`src/sv/pbwa_pkg.sv`:
```
`default_nettype none
package pbwa_pkg;

  localparam int unsigned ADDR_W        = 64;
  localparam int unsigned WORD_W        = 32;
  localparam int unsigned SLOTS_W       = 2;
  localparam int unsigned CFG_IDX_W     = 1;
  localparam int unsigned QUEUE_DEPTH   = 2;

  // Block sizes are powers of two, so the pointers only keep the block number.
  localparam int unsigned MEM_ALIGN_BITS = 22;
  localparam int unsigned IO_ALIGN_BITS  = 6;
  localparam int unsigned MEM_BLK_W      = ADDR_W - MEM_ALIGN_BITS;
  localparam int unsigned IO_BLK_W       = ADDR_W - IO_ALIGN_BITS;

  localparam logic [ADDR_W-1:0] MEM_ROUND = ADDR_W'((64'd1 << MEM_ALIGN_BITS) - 64'd1);
  localparam logic [ADDR_W-1:0] IO_ROUND  = ADDR_W'((64'd1 << IO_ALIGN_BITS) - 64'd1);

  // Reset pools, already block aligned.
  localparam logic [ADDR_W-1:0] MEM_POOL_RESET = 64'h0000_0000_1000_0000;
  localparam logic [ADDR_W-1:0] IO_POOL_RESET  = 64'h0000_0000_0000_1000;
  localparam logic [MEM_BLK_W-1:0] MEM_BLK_RESET = MEM_POOL_RESET[ADDR_W-1:MEM_ALIGN_BITS];
  localparam logic [IO_BLK_W-1:0]  IO_BLK_RESET  = IO_POOL_RESET[ADDR_W-1:IO_ALIGN_BITS];

  localparam logic [WORD_W-1:0] BAR_ALL_ONES = 32'hFFFF_FFFF;
  localparam logic [1:0]        MEM_TYPE_64  = 2'b10;

  localparam logic [SLOTS_W-1:0] SLOTS_ONE = 2'd1;
  localparam logic [SLOTS_W-1:0] SLOTS_TWO = 2'd2;

  localparam logic [CFG_IDX_W-1:0] REG_MEM_POOL_BASE = 1'b0;
  localparam logic [CFG_IDX_W-1:0] REG_IO_POOL_BASE  = 1'b1;

  typedef enum logic [2:0] {
    OUT_UNPOPULATED = 3'd0,
    OUT_ALREADY     = 3'd1,
    OUT_IO          = 3'd2,
    OUT_MEM32       = 3'd3,
    OUT_MEM64       = 3'd4
  } outcome_t;

  typedef struct packed {
    outcome_t           kind;
    logic [SLOTS_W-1:0] slots;
  } req_t;

  typedef struct packed {
    logic                 en;
    logic [CFG_IDX_W-1:0] idx;
    logic [ADDR_W-1:0]    data;
  } cfg_wr_t;

endpackage
`default_nettype wire

```
`src/sv/pbwa_front.sv`:
```
`default_nettype none
module pbwa_front
  import pbwa_pkg::*;
(
  input  wire logic              in_tvalid,
  input  wire logic [WORD_W-1:0] bar_low_word,
  input  wire logic [WORD_W-1:0] bar_high_word,
  input  wire logic              q_full,
  output logic                   in_tready,
  output logic                   push,
  output req_t                   req
);

  logic is_io;
  logic is_64;
  logic mem_taken;

  assign in_tready = !q_full;
  assign push      = in_tvalid && !q_full;

  assign is_io     = bar_low_word[0];
  assign is_64     = !is_io && (bar_low_word[2:1] == MEM_TYPE_64);
  assign mem_taken = (bar_low_word[WORD_W-1:4] != '0);

  always_comb begin
    req.kind  = OUT_ALREADY;
    req.slots = SLOTS_ONE;
    if (bar_low_word == BAR_ALL_ONES) begin
      req.kind = OUT_UNPOPULATED;
    end else if (is_64) begin
      req.slots = SLOTS_TWO;
      // The high word is part of the address only for the 64-bit type.
      if (!mem_taken && (bar_high_word == '0)) begin
        req.kind = OUT_MEM64;
      end
    end else if (is_io) begin
      if (bar_low_word[WORD_W-1:2] == '0) begin
        req.kind = OUT_IO;
      end
    end else if (!mem_taken) begin
      req.kind = OUT_MEM32;
    end
  end

endmodule
`default_nettype wire

```
`src/sv/pbwa_queue.sv`:
```
`default_nettype none
module pbwa_queue
  import pbwa_pkg::*;
#(
  parameter int unsigned DEPTH = QUEUE_DEPTH
) (
  input  wire logic clk,
  input  wire logic rst_n,
  input  wire logic push,
  input  wire req_t push_req,
  input  wire logic pop,
  output logic      full,
  output logic      not_empty,
  output req_t      head
);

  localparam int unsigned PW = (DEPTH > 1) ? $clog2(DEPTH) : 1;
  localparam int unsigned CW = $clog2(DEPTH + 1);

  req_t          slot_r [DEPTH];
  logic [PW-1:0] wr_ptr_r, wr_ptr_nxt;
  logic [PW-1:0] rd_ptr_r, rd_ptr_nxt;
  logic [CW-1:0] count_r, count_nxt;

  function automatic logic [PW-1:0] ptr_inc(input logic [PW-1:0] p);
    logic [PW-1:0] r;
    if (p == PW'(DEPTH - 1)) r = '0;
    else                     r = p + PW'(1);
    return r;
  endfunction

  assign full      = (count_r == CW'(DEPTH));
  assign not_empty = (count_r != '0);
  assign head      = slot_r[rd_ptr_r];

  always_comb begin
    wr_ptr_nxt = push ? ptr_inc(wr_ptr_r) : wr_ptr_r;
    rd_ptr_nxt = pop  ? ptr_inc(rd_ptr_r) : rd_ptr_r;
    count_nxt  = count_r;
    if (push && !pop)      count_nxt = count_r + CW'(1);
    else if (pop && !push) count_nxt = count_r - CW'(1);
  end

  always_ff @(posedge clk) begin
    if (!rst_n) begin
      wr_ptr_r <= '0;
      rd_ptr_r <= '0;
      count_r  <= '0;
    end else begin
      wr_ptr_r <= wr_ptr_nxt;
      rd_ptr_r <= rd_ptr_nxt;
      count_r  <= count_nxt;
    end
  end

  always_ff @(posedge clk) begin
    if (push) begin
      slot_r[wr_ptr_r] <= push_req;
    end
  end

`ifndef SYNTHESIS
  a_no_overflow: assert property (@(posedge clk) disable iff (!rst_n)
    (push && full && !pop) |=> (count_r == CW'(DEPTH)))
    else $error("queue pushed while full");
  a_no_underflow: assert property (@(posedge clk) disable iff (!rst_n)
    pop |-> not_empty)
    else $error("queue popped while empty");
  a_full_blocks_push: assert property (@(posedge clk) disable iff (!rst_n)
    full |-> !push)
    else $error("queue accepted a request while full");
`endif

endmodule
`default_nettype wire

```
`src/sv/pbwa_back.sv`:
```
`default_nettype none
module pbwa_back
  import pbwa_pkg::*;
(
  input  wire logic               clk,
  input  wire logic               rst_n,
  input  wire cfg_wr_t            cfg,
  input  wire logic               q_not_empty,
  input  wire req_t               q_head,
  output logic                    pop,
  input  wire logic               out_tready,
  output logic                    out_tvalid,
  output outcome_t                outcome,
  output logic [SLOTS_W-1:0]      slots_used,
  output logic [WORD_W-1:0]       write_low_word,
  output logic [WORD_W-1:0]       write_high_word
);

  // Pointers hold the next free block number; a written pool base is rounded
  // up once here so that each request only needs an increment.
  logic [MEM_BLK_W-1:0] mem_blk_r, mem_blk_nxt;
  logic [IO_BLK_W-1:0]  io_blk_r, io_blk_nxt;
  logic [ADDR_W-1:0]    mem_cfg_sum;
  logic [ADDR_W-1:0]    io_cfg_sum;
  logic [ADDR_W-1:0]    mem_addr;
  logic [ADDR_W-1:0]    io_addr;

  logic                 out_valid_r, out_valid_nxt;
  outcome_t             outcome_r, outcome_nxt;
  logic [SLOTS_W-1:0]   slots_r, slots_nxt;
  logic [WORD_W-1:0]    low_r, low_nxt;
  logic [WORD_W-1:0]    high_r, high_nxt;

  assign pop = q_not_empty && (!out_valid_r || out_tready);

  assign mem_cfg_sum = cfg.data + MEM_ROUND;
  assign io_cfg_sum  = cfg.data + IO_ROUND;
  assign mem_addr    = {mem_blk_r, MEM_ALIGN_BITS'(0)};
  assign io_addr     = {io_blk_r, IO_ALIGN_BITS'(0)};

  always_comb begin
    mem_blk_nxt = mem_blk_r;
    io_blk_nxt  = io_blk_r;
    outcome_nxt = q_head.kind;
    slots_nxt   = q_head.slots;
    low_nxt     = '0;
    high_nxt    = '0;
    if (pop) begin
      unique case (q_head.kind)
        OUT_IO: begin
          low_nxt    = io_addr[WORD_W-1:0] | WORD_W'(1);
          io_blk_nxt = io_blk_r + IO_BLK_W'(1);
        end
        OUT_MEM32: begin
          low_nxt     = mem_addr[WORD_W-1:0];
          mem_blk_nxt = mem_blk_r + MEM_BLK_W'(1);
        end
        OUT_MEM64: begin
          low_nxt     = mem_addr[WORD_W-1:0];
          high_nxt    = mem_addr[ADDR_W-1:WORD_W];
          mem_blk_nxt = mem_blk_r + MEM_BLK_W'(1);
        end
        default: begin
        end
      endcase
    end
    if (cfg.en) begin
      unique case (cfg.idx)
        REG_MEM_POOL_BASE: mem_blk_nxt = mem_cfg_sum[ADDR_W-1:MEM_ALIGN_BITS];
        REG_IO_POOL_BASE:  io_blk_nxt  = io_cfg_sum[ADDR_W-1:IO_ALIGN_BITS];
        default: begin
        end
      endcase
    end
  end

  always_comb begin
    out_valid_nxt = out_valid_r;
    if (pop)             out_valid_nxt = 1'b1;
    else if (out_tready) out_valid_nxt = 1'b0;
  end

  always_ff @(posedge clk) begin
    if (!rst_n) begin
      mem_blk_r   <= MEM_BLK_RESET;
      io_blk_r    <= IO_BLK_RESET;
      out_valid_r <= 1'b0;
    end else begin
      mem_blk_r   <= mem_blk_nxt;
      io_blk_r    <= io_blk_nxt;
      out_valid_r <= out_valid_nxt;
    end
  end

  always_ff @(posedge clk) begin
    if (pop) begin
      outcome_r <= outcome_nxt;
      slots_r   <= slots_nxt;
      low_r     <= low_nxt;
      high_r    <= high_nxt;
    end
  end

  assign out_tvalid      = out_valid_r;
  assign outcome         = outcome_r;
  assign slots_used      = slots_r;
  assign write_low_word  = low_r;
  assign write_high_word = high_r;

`ifndef SYNTHESIS
  a_io_ptr_holds: assert property (@(posedge clk) disable iff (!rst_n)
    !(pop && (q_head.kind == OUT_IO)) && !(cfg.en && (cfg.idx == REG_IO_POOL_BASE))
    |=> $stable(io_blk_r))
    else $error("io pointer moved without an io request");
  a_mem_ptr_holds: assert property (@(posedge clk) disable iff (!rst_n)
    !(pop && ((q_head.kind == OUT_MEM32) || (q_head.kind == OUT_MEM64)))
    && !(cfg.en && (cfg.idx == REG_MEM_POOL_BASE))
    |=> $stable(mem_blk_r))
    else $error("memory pointer moved without a memory request");
  a_io_marks_space: assert property (@(posedge clk) disable iff (!rst_n)
    (pop && (q_head.kind == OUT_IO)) |=> (out_tvalid && low_r[0] && (high_r == '0)))
    else $error("io result lacks the space bit");
`endif

endmodule
`default_nettype wire

```
`src/sv/pci_bar_window_assigner.sv`:
```
`default_nettype none
// An accepted request is written into a queue slot, then popped into the output register and offered there.
// Throughput: one request per cycle while out_tready does not stall the output.
// A two-entry queue between classification and assignment absorbs output stalls.
// Reset (rst_n low, synchronous) empties the queue, drops the output and loads the
// pointers with the pool reset values 0x10000000 and 0x1000; no clearing pass.
module pci_bar_window_assigner
  import pbwa_pkg::*;
#(
  parameter int unsigned QDEPTH = QUEUE_DEPTH
) (
  input  wire logic                 clk,
  input  wire logic                 rst_n,
  input  wire logic                 in_tvalid,
  output logic                      in_tready,
  // bar_low_word[31:0], bar_high_word[63:32]
  input  wire logic [63:0]          in_tdata,
  output logic                      out_tvalid,
  input  wire logic                 out_tready,
  // slots_used[1:0], write_low_word[33:2], write_high_word[65:34], zero pad [71:66]
  output logic [71:0]               out_tdata,
  // outcome[2:0]
  output logic [2:0]                out_tuser,
  input  wire logic                 cfg_wr_en,
  input  wire logic [CFG_IDX_W-1:0] cfg_index,
  input  wire logic [ADDR_W-1:0]    cfg_wdata
);

  logic               push;
  logic               pop;
  logic               q_full;
  logic               q_not_empty;
  req_t               front_req;
  req_t               q_head;
  cfg_wr_t            cfg;
  outcome_t           outcome;
  logic [SLOTS_W-1:0] slots_used;
  logic [WORD_W-1:0]  write_low_word;
  logic [WORD_W-1:0]  write_high_word;

  assign cfg.en   = cfg_wr_en;
  assign cfg.idx  = cfg_index;
  assign cfg.data = cfg_wdata;

  pbwa_front u_front (
    .in_tvalid     (in_tvalid),
    .bar_low_word  (in_tdata[31:0]),
    .bar_high_word (in_tdata[63:32]),
    .q_full        (q_full),
    .in_tready     (in_tready),
    .push          (push),
    .req           (front_req)
  );

  pbwa_queue #(
    .DEPTH (QDEPTH)
  ) u_queue (
    .clk       (clk),
    .rst_n     (rst_n),
    .push      (push),
    .push_req  (front_req),
    .pop       (pop),
    .full      (q_full),
    .not_empty (q_not_empty),
    .head      (q_head)
  );

  pbwa_back u_back (
    .clk             (clk),
    .rst_n           (rst_n),
    .cfg             (cfg),
    .q_not_empty     (q_not_empty),
    .q_head          (q_head),
    .pop             (pop),
    .out_tready      (out_tready),
    .out_tvalid      (out_tvalid),
    .outcome         (outcome),
    .slots_used      (slots_used),
    .write_low_word  (write_low_word),
    .write_high_word (write_high_word)
  );

  assign out_tdata = {6'd0, write_high_word, write_low_word, slots_used};
  assign out_tuser = outcome;

endmodule
`default_nettype wire
```
`config.mk`:
```
export PLATFORM = sky130hd
export DESIGN_NAME = pci_bar_window_assigner
export DESIGN_NICKNAME = d
export VERILOG_FILES = /design/src/sv/pbwa_pkg.sv /design/src/sv/pbwa_front.sv /design/src/sv/pbwa_queue.sv /design/src/sv/pbwa_back.sv /design/src/sv/pci_bar_window_assigner.sv
export SDC_FILE = /design/constraint.sdc
export NUM_CORES = 1
export LEC_CHECK = 0
export BUFFER_PORTS_ARGS = -buffer_cell sky130_fd_sc_hd__buf_2
export CAP_MARGIN = 20
export CORE_UTILIZATION = 40
export CTS_CLUSTER_DIAMETER = 150
export DETAILED_ROUTE_END_ITERATION = 10
export PLACE_DENSITY = 0.64
export SETUP_SLACK_MARGIN = 0.5
export SYNTH_ARGS = -nofsm -noshare
export SYNTH_HDL_FRONTEND = slang
export SYNTH_HIERARCHICAL = 1
export SYNTH_SLANG_ARGS = --single-unit
```
`constraint.sdc`:
```
create_clock -name clk -period 4.91 [get_ports clk]
set_input_delay 1.473 -clock clk [delete_from_list [all_inputs] [get_ports clk]]
set_output_delay 1.473 -clock clk [all_outputs]
set_load 0.05 [all_outputs]
```
==> impl_metrics.ini <==
[grt]
antenna_found_initial = 5
grt_pass1_wl_um = 43100
grt_max_degree = 66
grt_use_total_pct = 23.4
grt_pass1_vias = 7959
globalRouteOverflowTotal = 0

[run_status]
status = finished clean

[critical_path]
cp.required_ps = 5290
crit_top_cell = buf_4
cp_max_fo = 38
crit_path_end_kind = flop
path_cells = mux2_2 -> nor3b_2 -> buf_4 -> o2111ai_2 -> buf_4 -> nor4_1 -> mux2i_1 -> o311a_1
cp_slowest_cell = o2111ai_2
cpPeakStageDelay_ps = 620
crit_path_start_kind = flop
cp.arrival_ps = 3630
criticalPathCategory = flop to flop

[yosys]
yosys.area_share.simple_pct = 30.8
synth_compound_area_share_pct = 13.7
synth_top_family_by_area = simple AND/OR/NAND/NOR gates
synth-xor-area-share_pct = 7.18
yosys-mux-area-fraction_pct = 2.63
synthCells = 987
async_flop_share_pct = 0
synth.distinct_cells = 72
yosysSeqAreaShare_pct = 40.5
netlist_area_um2 = 9150
synth-warning-count = 6
synth-edff-count = 74
synth_ff_type = edfxtp_1
synth-seq-cells = 148
synthAdderAreaFrac_pct = 0.684
avgSynthCellArea_um2 = 9.27

[die]
initial_core_util_pct = 41.4
die_area_um2 = 23500
coreArea_um2 = 22100
rows = 54
boundaryPins = 211
die_y_um = 153
die_w_um = 153

[timing]
hold_violations = 0
setup_viol = 0
fmax_ghz = 0.308
finalCritPeriodShare_pct = 66.2
drv_slew = 0
fin_skew_ps = 12.0
slew_headroom_pct = 27.3
fin_tns_setup_ps = 0
period_needed_ps = 3250
rsz0062_at_grt = no
tightest_slew_ps = 1090

[clock_network]
root_buffer = clkbuf_16
clock_latency_ps = 430
clk_pin_slew_worst_paths_ps = 70
cts_hold_buf = 0
cts.htree.levels = 4
clockBufferDepth = 2
clock-sinks = 148
cts_tree = done
post_cts.repair.setup_buffers = 0
cts_buffers = 17
post_cts_resize_count = 0

[routing]
vias = 8590
first_pass_iters = 5
drt_iter0_drc = 717
wl_per_cell_um = 19.0
drcViolationCount = 0
wl_um = 27700
routed_via_density = 5.90
ant_nets = 0

[run]
max_cap_violations = 0

[cells_and_area]
area_growth_pct = 19.7
layout_common_cells = buf_2 (199), dfxtp_1 (74), edfxtp_1 (74)
drive_gt1_share_pct = 24.6
layout_commonest_cell = buf_2
fin_nets = 1297
postLayoutCoreUtil_pct = 49.6

[placed_design]
io_buffers = 199
place_hpwl_um = 20400
gp_congestion = 0.902

[power_and_ir_drop]
powerDensity_nw_per_um2 = 428
leakage_nw = 3.95
vdd_drop_max_mv = 0.312

[worst_hold_path]
hold_path_class = flop to flop
-- stage by stage --
stage	setup WS [ps]	area (um^2)	total power, mW	hold slack (ps)	cells
floorplan	992	9190	2.96	461	996
global placement	1280	10300	3.37	487	1419
detailed placement	1290	10300	3.38	488	1419
CTS	1650	10900	4.72	499	1451
global route	1370	10900	4.87	532	1453
finish	1660	10900	4.69	497	1455
-- path summary, 6_finish.rpt --
path | start | slack (ps) | cells past startpoint | end
worst max-delay path | flop | 1660 | 8 | u_back/mem_blk_r[38]
worst min-delay path | u_queue/count_r[1] | 500 | 2 | u_queue/count_r[1]
worst max register to register | flop | 1660 | 8 | u_back/mem_blk_r[38]
worst min register to register | u_queue/count_r[1] | 500 | 2 | u_queue/count_r[1]
-- cell families (layout without fill, tap and decap cells) --
group,Yosys count,in the layout
AO/OA/AOI/OAI,169,169
XOR/XNOR,75,75
adder cells (fa/ha/maj),5,5
buffers and inverters,94,269
flip-flops,148,148
multiplexers,23,23
other,2,15
AND/OR/NAND/NOR,471,471
-- area by class of cell --
| cell class | count | area, um^2 |
|---|---|---|
| timing repair buffer | 213 | 1100 |
| inverter | 24 | 93.8 |
| antenna | 4 | 10.0 |
| sequential | 148 | 3700 |
| clock buffer | 20 | 437 |
| tap | 280 | 350 |
| multi-input combinational | 754 | 5090 |
| clock inverter | 12 | 159 |
| fill | 2115 | 11100 |
-- Yosys cell counts, types with 6 or more instances --
cell type,count,share of area (%)
o211ai_1,9,0.74
nand4_1,36,2.5
o2111ai_1,10,0.96
nor4_1,52,3.6
buf_4,11,0.90
or2_2,6,0.41
inv_1,24,0.98
o21ai_0,19,1.0
or3_1,15,1.0
o31a_1,12,1.1
dfxtp_1,74,16
edfxtp_1,74,24
a2111oi_0,6,0.57
o31ai_1,16,1.3
a21oi_1,19,1.0
o21a_1,6,0.49
a31oi_1,8,0.55
nand2_1,64,2.6
xnor2_1,64,6.1
clkbuf_1,52,2.1
and2_1,69,4.7
or4_1,12,0.98
nor2_1,42,1.7
o22ai_1,18,1.2
nor3_1,32,1.8
nor4_2,7,0.96
a22o_1,9,0.86
mux2i_1,15,1.6
and3_1,22,1.5
nand3_1,60,3.3
mux2_2,8,0.98
o311a_1,6,0.66
a211oi_1,7,0.57
xor2_1,11,1.1
and4_1,18,1.7
-- flip-flops by register name (all words and copies together), names as in the netlist, named ones only --
signal	count
u_queue/rd_ptr_r	1
u_back/io_blk_r	26
u_back/write_high_word	32
u_back/outcome	3
u_back/out_tvalid	1
u_back/slots_used	2
u_queue/wr_ptr_r	1
u_queue/slot_r	10
u_back/write_low_word	27
u_back/mem_blk_r	42
u_queue/count_r	2
-- worst max-delay path: cells and delay by family, from the launching register on --
kind | cells | cell delay, ps
buffers and inverters | 2 | 740
multiplexers | 2 | 670
flip-flops | 1 | 440
AND/OR/NAND/NOR | 2 | 550
AO/OA/AOI/OAI | 2 | 790
-- power breakdown --
group,switching (mW),internal [mW]
combinational,1.25,0.340
sequential,0.114,1.65
clock,0.537,0.802
total,1.90,2.79
-- routing by layer --
metal	up-vias	wire (um)	track usage [%]
met3	44	2070	4.56
li1	4087	-	-
met2	380	12900	38.5
met1	4075	12200	30.9
met4	4	547	7.65
met5	-	23	0
Power figures use the tool's default switching activity.
